==> src/rtl/bgt_pkg.sv <==
// bgt_pkg: shared types and constants for the beat grid table
// no dependencies
package bgt_pkg;
    localparam int TABLE_DEPTH = 1024;
    localparam int IDX_W = $clog2(TABLE_DEPTH);
    localparam int CNT_W = IDX_W + 1;

    typedef enum logic [2:0] {
        MODE_CLEAR  = 3'd0,
        MODE_INSERT = 3'd1,
        MODE_UPDATE = 3'd2,
        MODE_TIME   = 3'd3,
        MODE_POS    = 3'd4
    } t_mode;

    typedef enum logic [1:0] {
        ST_OK    = 2'd0,
        ST_FULL  = 2'd1,
        ST_RANGE = 2'd2
    } t_status;

    typedef enum logic [4:0] {
        S_IDLE,
        S_INS_SRCH, S_INS_SRCH_W, S_INS_SHIFT_RD, S_INS_SHIFT_WR, S_INS_PUT,
        S_UPD_PUT,
        S_TQ_RD0, S_TQ_RD0_W, S_TQ_RD1, S_TQ_RD1_W, S_TQ_MUL, S_TQ_ADD,
        S_PQ_FIRST, S_PQ_FIRST_W, S_PQ_LAST, S_PQ_LAST_W,
        S_PQ_SRCH, S_PQ_SRCH_W, S_PQ_DIV, S_DONE
    } t_state;
endpackage

==> src/rtl/bgt_div.sv <==
// bgt_div: restoring divider, one quotient bit per cycle
// uses bgt_pkg
module bgt_div
    import bgt_pkg::*;
(
    input  logic        i_clk,
    input  logic        i_rst_n,
    input  logic        i_start,
    input  logic [48:0] i_num,
    input  logic [32:0] i_den,
    output logic        o_done,
    output logic [15:0] o_quot
);
    logic [48:0] r_num, n_num;
    logic [33:0] r_rem, n_rem;
    logic [32:0] r_den;
    logic [5:0]  r_cnt;
    logic        r_busy;
    logic [33:0] w_try;

    always_comb begin
        w_try = {r_rem[32:0], r_num[48]};
        n_num = {r_num[47:0], 1'b0};
        n_rem = w_try;
        if (w_try >= {1'b0, r_den}) begin
            n_rem    = w_try - {1'b0, r_den};
            n_num[0] = 1'b1;
        end
    end

    always_ff @(posedge i_clk) begin
        if (!i_rst_n) begin
            r_busy <= 1'b0;
            o_done <= 1'b0;
            r_cnt  <= '0;
        end else begin
            o_done <= 1'b0;
            if (i_start) begin
                r_busy <= 1'b1;
                r_cnt  <= 6'd0;
            end else if (r_busy) begin
                r_cnt <= r_cnt + 6'd1;
                if (r_cnt == 6'd48) begin
                    r_busy <= 1'b0;
                    o_done <= 1'b1;
                end
            end
        end
        if (i_start) begin
            r_num <= i_num;
            r_den <= i_den;
            r_rem <= '0;
        end else if (r_busy) begin
            r_num <= n_num;
            r_rem <= n_rem;
        end
    end

    // quotient fits 16 bits since t - lo < diff
    assign o_quot = r_num[15:0];
endmodule

==> config.mk <==
export PLATFORM = sky130hd
export DESIGN_NAME = bgt_div
export DESIGN_NICKNAME = d
export VERILOG_FILES = /design/src/rtl/bgt_pkg.sv /design/src/rtl/bgt_div.sv
export SDC_FILE = /design/constraint.sdc
export NUM_CORES = 1
export LEC_CHECK = 0
export BUFFER_PORTS_ARGS = -buffer_cell sky130_fd_sc_hd__buf_2
export CAP_MARGIN = 15
export CORE_ASPECT_RATIO = 2
export CORE_MARGIN = 3
export CORE_UTILIZATION = 42
export CTS_CLUSTER_DIAMETER = 200
export DETAILED_ROUTE_END_ITERATION = 12
export PLACE_DENSITY = 0.7
export SLEW_MARGIN = 15
export SYNTH_ARGS = -nofsm -noshare
export SYNTH_HDL_FRONTEND = slang
export SYNTH_SLANG_ARGS = --single-unit
==> constraint.sdc <==
create_clock -name i_clk -period 3.5 [get_ports i_clk]
set_input_delay 0 -clock i_clk [delete_from_list [all_inputs] [get_ports i_clk]]
set_output_delay 0 -clock i_clk [all_outputs]
set_load 0.01 [all_outputs]
==> results.sh, run 1 <==
export IMPL_peakVddDrop_mv=0.358
export IMPL_dr_pass1_iters=5
export IMPL_final_cell_count_no_fill=1060
export IMPL_rows=66
export IMPL_synth_area_sq_um=7150
export IMPL_fin_skew_ps=8.14
export IMPL_path_buf_inv=3
export IMPL_status="finished, final reports clean"
export IMPL_yosys_area_top_type="edfxtp_1"
export IMPL_overflow=0
export IMPL_fin_nets=964
export IMPL_yosysUniqueCellTypes=67
export IMPL_grt_pass1_vias=6117
export IMPL_clkSinkCount=123
export IMPL_cts_root_buffer="clkbuf_16"
export IMPL_synth_main_ff_cell="edfxtp_1"
export IMPL_syn_inst=679
export IMPL_avgSynthCellArea_sq_um=10.5
export IMPL_drtAntennaViolNets=0
export IMPL_synthArstFlopShare=0
export IMPL_period_needed_ps=3280
export IMPL_die_height_um=191
export IMPL_cp_top_family="compound AO/OA/AOI/OAI gates"
export IMPL_drive_gt1_frac=0.242
export IMPL_rsz0062_at_grt="false"
export IMPL_min_period_over_period=0.937
export IMPL_cts_inserted_buffers=17
export IMPL_worstHoldStart="i_start"
export IMPL_synth_commonest_cells="82 x edfxtp_1, 52 x inv_1, 49 x mux2_2, 49 x nor2_1, 41 x dfxtp_1"
export IMPL_antenna_cells=0
export IMPL_ys_warn_count=0
export IMPL_antenna_found_initial=0
export IMPL_vias=5757
export IMPL_synth_seq_cells=123
export IMPL_finalHoldViolCount=0
export IMPL_path_class="reg2reg"
export IMPL_dieArea_sq_um=18700
export IMPL_ys_seq_area_frac=0.459
export IMPL_crit_chain="inv_1, ha_1, inv_1, fa_1, a211oi_1, o21bai_1, a21oi_2, o211ai_2, and2_1, a31o_1, buf_12, mux2i_1, a211oi_1"
export IMPL_setup_viol_count_final=0
export IMPL_clkTransAtPathRegs_ps=60
export IMPL_die_w_um=98.3
export IMPL_end_kind="register"
export IMPL_cts_buffer_depth=2
export IMPL_start_util=0.433
export IMPL_tns_ps=0
export IMPL_vias_per_cell=5.43
export IMPL_finalWeightedCongestion=0.959
export IMPL_grt_total_usage=0.195
export IMPL_design_area_sq_um=9160
export IMPL_min_path_type="in2reg"
export IMPL_syn_nets=800
export IMPL_numPortBuffers=101
export IMPL_drt_iter0_drc=238
export IMPL_wl_per_cell_um=16.7
export IMPL_synth_top_cell_area_share=0.344
export IMPL_timing_rr_start="r_num[48]"
export IMPL_cpPeakStageDelay_ps=420
export IMPL_hold_slack_ps=154
export IMPL_clkLatencyLatePin_ps=420
export IMPL_worst_pin_slew_ps=583
export IMPL_worstSetupStartpoint="r_num[48]"
export IMPL_drc=0
export IMPL_synth_edf_count=82
export IMPL_cp_data_arrival_time_ps=3610
export IMPL_p_per_area_nw_per_um2=475
export IMPL_drv_slew=0
export IMPL_placed_area_sq_um=7740
export IMPL_syn_to_final_growth_pct=28.1
export IMPL_ios=102
export IMPL_max_freq_ghz=0.305
export IMPL_core_area_sq_um=16500
export IMPL_path_max_fanout=16
export IMPL_synthTopCellsByArea="edfxtp_1 34%, dfxtp_1 11%, mux2_2 7.7%"
export IMPL_cp_data_required_time_ps=3830
export IMPL_place_inst=945
export IMPL_tritoncts="built"
export IMPL_wirelength_mm=17.7
export IMPL_synth_most_common_cell="edfxtp_1"
export IMPL_grt_pass1_wl_mm=29.1
export IMPL_leakage_nw=3.73
export IMPL_fillers=1432
export IMPL_cts_max_level=4
export IMPL_startpoint_type="register"
export IMPL_grt_start_max_net_pins=107
export IMPL_max_cap_violations=0
export IMPL_maxSlewHeadroom=0.607
export IMPL_crit_slowest_cell="fa_1"
export IMPL_hpwlAfterDp_mm=12.3
-- placed cells by master (no fill, tap or decap), types with 4 or more instances in the layout --
master	instances
a211oi_1	27
a21o_1	11
a21oi_1	37
a31oi_1	4
a32oi_1	7
and3_1	8
buf_2	100
buf_4	11
clkbuf_16	17
clkinv_4	5
dfxtp_1	41
dlygate4sd3_1	83
edfxtp_1	82
ha_1	35
inv_1	52
mux2_2	49
mux2i_1	21
nand2_1	37
nand3_1	10
nand4_1	10
nor2_1	49
nor2b_1	5
nor3_1	8
o211ai_1	4
o21ai_0	24
o31ai_1	11
o41ai_1	4
or3_1	4
xnor2_1	23
xor2_1	9
-- per-stage QoR --
step | setup WS (ps) | utilization | total power (W)
after global placement | 276 | 0.469 | 0.00256
after detailed placement | 173 | 0.469 | 0.00258
after global routing | 6.11 | 0.554 | 0.00454
after floorplan | 550 | - | 0.00236
after CTS | 113 | 0.554 | 0.00437
final | 219 | 0.554 | 0.00435
-- logic make-up (layout without fill, tap and decap cells) --
logic type      Yosys count  after routing  share of synthesized area
compound gates          162            162                      0.156
flops                   123            123                      0.459
buf+inv                 104            281                     0.0704
mux                      70             70                      0.107
fa+ha+maj                36             36                     0.0641
xor+xnor                 32             32                     0.0392
simple gates            152            152                      0.105
-- report_power, final --
part	switching [W]	leakage, nW	internal, W	total (W)
logic	0.000469	2.31	0.000408	0.000877
clock network	0.000668	0.276	0.00105	0.00172
registers	0.0000615	1.15	0.00169	0.00175
-- registers in the layout (all words and copies together) (netlist names) --
register  cells
r_cnt         6
o_done        1
r_num        49
r_den        33
r_rem        33
r_busy        1
-- cell type report --
class | instances | area [sq um] | share of cell area
sequential | 123 | 3280 | 0.359
clock inverter | 13 | 145 | 0.0159
tap | 204 | 255 | 0.0279
multi-input combinational | 452 | 3370 | 0.368
timing repair buffer | 197 | 1470 | 0.161
inverter | 52 | 195 | 0.0213
clock buffer | 19 | 433 | 0.0473
-- routing by layer --
| metal | global-route usage | wire length [um] | vias to the layer above | part of all wire |
|---|---|---|---|---|
| li1 | - | - | 2818 | - |
| met2 | 0.374 | 9720 | 172 | 0.55 |
| met5 | 0 | 0 | - | 0 |
| met4 | 0.128 | 999 | 0 | 0.056 |
| met3 | 0.0388 | 667 | 64 | 0.038 |
| met1 | 0.183 | 6300 | 2703 | 0.36 |
-- tightest hold or removal path, stage by stage --
cell and delay, ps:
buf_4 100, inv_1 220, o31ai_1 150, a311oi_1 50
-- worst paths after layout --
kind	end	slack, ps	depth (start not counted)
worst max-delay path	r_rem[4]	220	13
worst min-delay path	r_rem[10]	150	4
worst min register to register	r_cnt[5]	500	2
worst max register to register	r_rem[4]	220	13
-- timing repair --
item,CTS,global route
endpoints found under the setup margin,0,16
resized for setup,0,1
buffers inserted,0,0
hold endpoints to repair,89,0
hold buffers,83,0
Power figures use the tool's default switching activity.
==> inputs of run 2 (changes only) <==
Settings changed: CORE_ASPECT_RATIO 2 to unset.
==> run 2 against run 1 <==
Effect of this change:
- register-to-register slack better by 150 ps
- combinational power down 2.9%
- setup slack better by 150 ps
- maximum frequency up 4.9%
- total power up 0.25%
- global-route usage down 0.80 points
- wire length down 5.5%
- clock skew up 2.7 ps
- critical path type unchanged
- largest cell class unchanged
- largest power group is now clock
==> results.sh, run 2 (synthesis gave the netlist of run 1 again) <==
export IMPL_maxSlewHeadroom=0.421
export IMPL_grt_total_usage=0.187
export IMPL_cts_buffer_depth=2
export IMPL_min_path_type="in2reg"
export IMPL_clkLatencyLatePin_ps=420
export IMPL_worstHoldStart="i_start"
export IMPL_top_usage_layer="met2"
export IMPL_largest_reg_flops=49
export IMPL_vias=5686
export IMPL_peakVddDrop_mv=0.341
export IMPL_place_inst=956
export IMPL_cp_data_arrival_time_ps=3300
export IMPL_p_per_area_nw_per_um2=479
export IMPL_finalHoldViolCount=0
export IMPL_drc=0
export IMPL_period_needed_ps=3130
export IMPL_antenna_found_initial=1
export IMPL_max_cap_violations=0
export IMPL_setup_slack_ps=372
export IMPL_rr_worst_depth=12
export IMPL_final_cell_mix="100 x buf_2, 83 x dlygate4sd3_1, 82 x edfxtp_1, 52 x inv_1"
export IMPL_setup_viol_count_final=0
export IMPL_hold_end="r_den[9]"
export IMPL_dieArea_sq_um=18600
export IMPL_pre_cts_slack_ps=373
export IMPL_cts_inserted_buffers=17
export IMPL_ios=102
export IMPL_clkTransAtPathRegs_ps=60
export IMPL_globalRouteMet3Util=0.0566
export IMPL_cts_max_level=4
export IMPL_die_height_um=136
export IMPL_postCtsSetupBuffers=0
export IMPL_rows=47
export IMPL_core_area_sq_um=16600
export IMPL_vias_per_cell=5.31
export IMPL_grt_start_max_net_pins=73
export IMPL_tritoncts="built"
export IMPL_design_area_sq_um=9100
export IMPL_grt_pass1_wl_mm=27.7
export IMPL_cts_root_buffer="clkbuf_16"
export IMPL_rsz0062_at_grt="false"
export IMPL_leakage_nw=3.69
export IMPL_startpoint_type="register"
export IMPL_drv_slew=0
export IMPL_top_register="r_num"
export IMPL_timing_rr_end="r_num[0]"
export IMPL_fin_nets=959
export IMPL_status="finished, final reports clean"
export IMPL_grt_pass1_vias=5762
export IMPL_layout_commonest_cell="buf_2"
export IMPL_final_cell_count_no_fill=1071
export IMPL_placed_area_sq_um=7690
export IMPL_r2r_slack_ps=370
export IMPL_syn_to_final_growth_pct=27.4
export IMPL_tns_ps=0
export IMPL_drt_iter0_drc=309
export IMPL_hpwlAfterDp_mm=10.9
export IMPL_numPortBuffers=101
export IMPL_start_util=0.430
export IMPL_wirelength_mm=16.7
export IMPL_path_max_fanout=11
export IMPL_dr_pass1_iters=5
export IMPL_max_freq_ghz=0.320
export IMPL_p_total_w=0.00436
export IMPL_timing_rr_start="r_num[48]"
export IMPL_end_kind="register"
export IMPL_fin_skew_ps=10.9
export IMPL_worst_pin_slew_ps=869
export IMPL_whs_path_depth=1
export IMPL_met2_usage=0.309
export IMPL_clkSinkCount=123
export IMPL_grt_use_met1=0.239
export IMPL_drtAntennaViolNets=0
export IMPL_finalWeightedCongestion=0.855
export IMPL_ctsResizeCount=0
export IMPL_die_w_um=136
export IMPL_wl_per_cell_um=15.6
export IMPL_drive_gt1_frac=0.235
export IMPL_overflow=0
export IMPL_reg_largest_list="r_num (49), r_den (33), r_rem (33)"
export IMPL_cp_data_required_time_ps=3670
export IMPL_min_period_over_period=0.894
export IMPL_path_class="reg2reg"
run 2: cell count changes in the layout (fill, tap and decap cells not counted):
cell        change
clkinvlp_4      +2
dfxtp_2         +1
clkinv_4        -3
dfxtp_1         -1
buf_4           -2
inv_6           -2
a21oi_2         -1
clkinv_1        +1
buf_12          -3
bufinv_16       +1
diode_2         +1
a21oi_1         +1
run 2: worst max path at each step:
stage | from | endpoint | slack [ps] | cells past startpoint
after floorplan | r_num[48] | r_num[0] | 550 | 13
after global placement | r_num[48] | r_num[0] | 470 | 12
after detailed placement | r_num[48] | r_num[0] | 370 | 12
after CTS | r_num[48] | r_num[0] | 380 | 12
final | r_num[48] | r_num[0] | 370 | 12
after global routing | r_num[48] | r_num[0] | 160 | 12
run 2: repair_timing:
action,4_1_cts,5_1_grt
endpoints found under the setup margin,0,0
hold buffers,83,0
hold endpoints to repair,89,0
run 2: where the power goes:
group / total, W / internal, W / switching (W)
clock network: 0.00176 / 0.00111 / 0.000650
registers: 0.00175 / 0.00169 / 0.0000572
logic: 0.000852 / 0.000395 / 0.000457
run 2: stage by stage:
step	util	hold slack, ps
6_report	0.547	63.0
3_3_place_gp	0.462	179
3_5_place_dp	0.462	178
2_1_floorplan	-	98.9
4_1_cts	0.547	60.3
5_1_grt	0.547	70.4
run 2: metal layers:
metal  vias to the layer above  wire (um)
met1                      2687       7550
met5                         -          0
met4                         0        170
met3                        13       1050
met2                       178       7950
li1                       2808          -
run 2: worst max-delay path: stages (launching register included):
cell and delay (ps):
edfxtp_1 390, inv_1 80, ha_1 160, inv_1 50, fa_1 420, a211oi_1 310, o21bai_1 120, a21oi_1 230
o211ai_2 140, and2_1 200, a31o_1 280, buf_4 230, mux2_2 270
run 2: area by class of cell:
cell class,instances,area (sq um)
sequential,123,3280
fill,1470,7540
multi-input combinational,452,3370
antenna,1,2.50
inverter,52,195
clock inverter,12,150
timing repair buffer,192,1400
clock buffer,19,433
tap,220,275
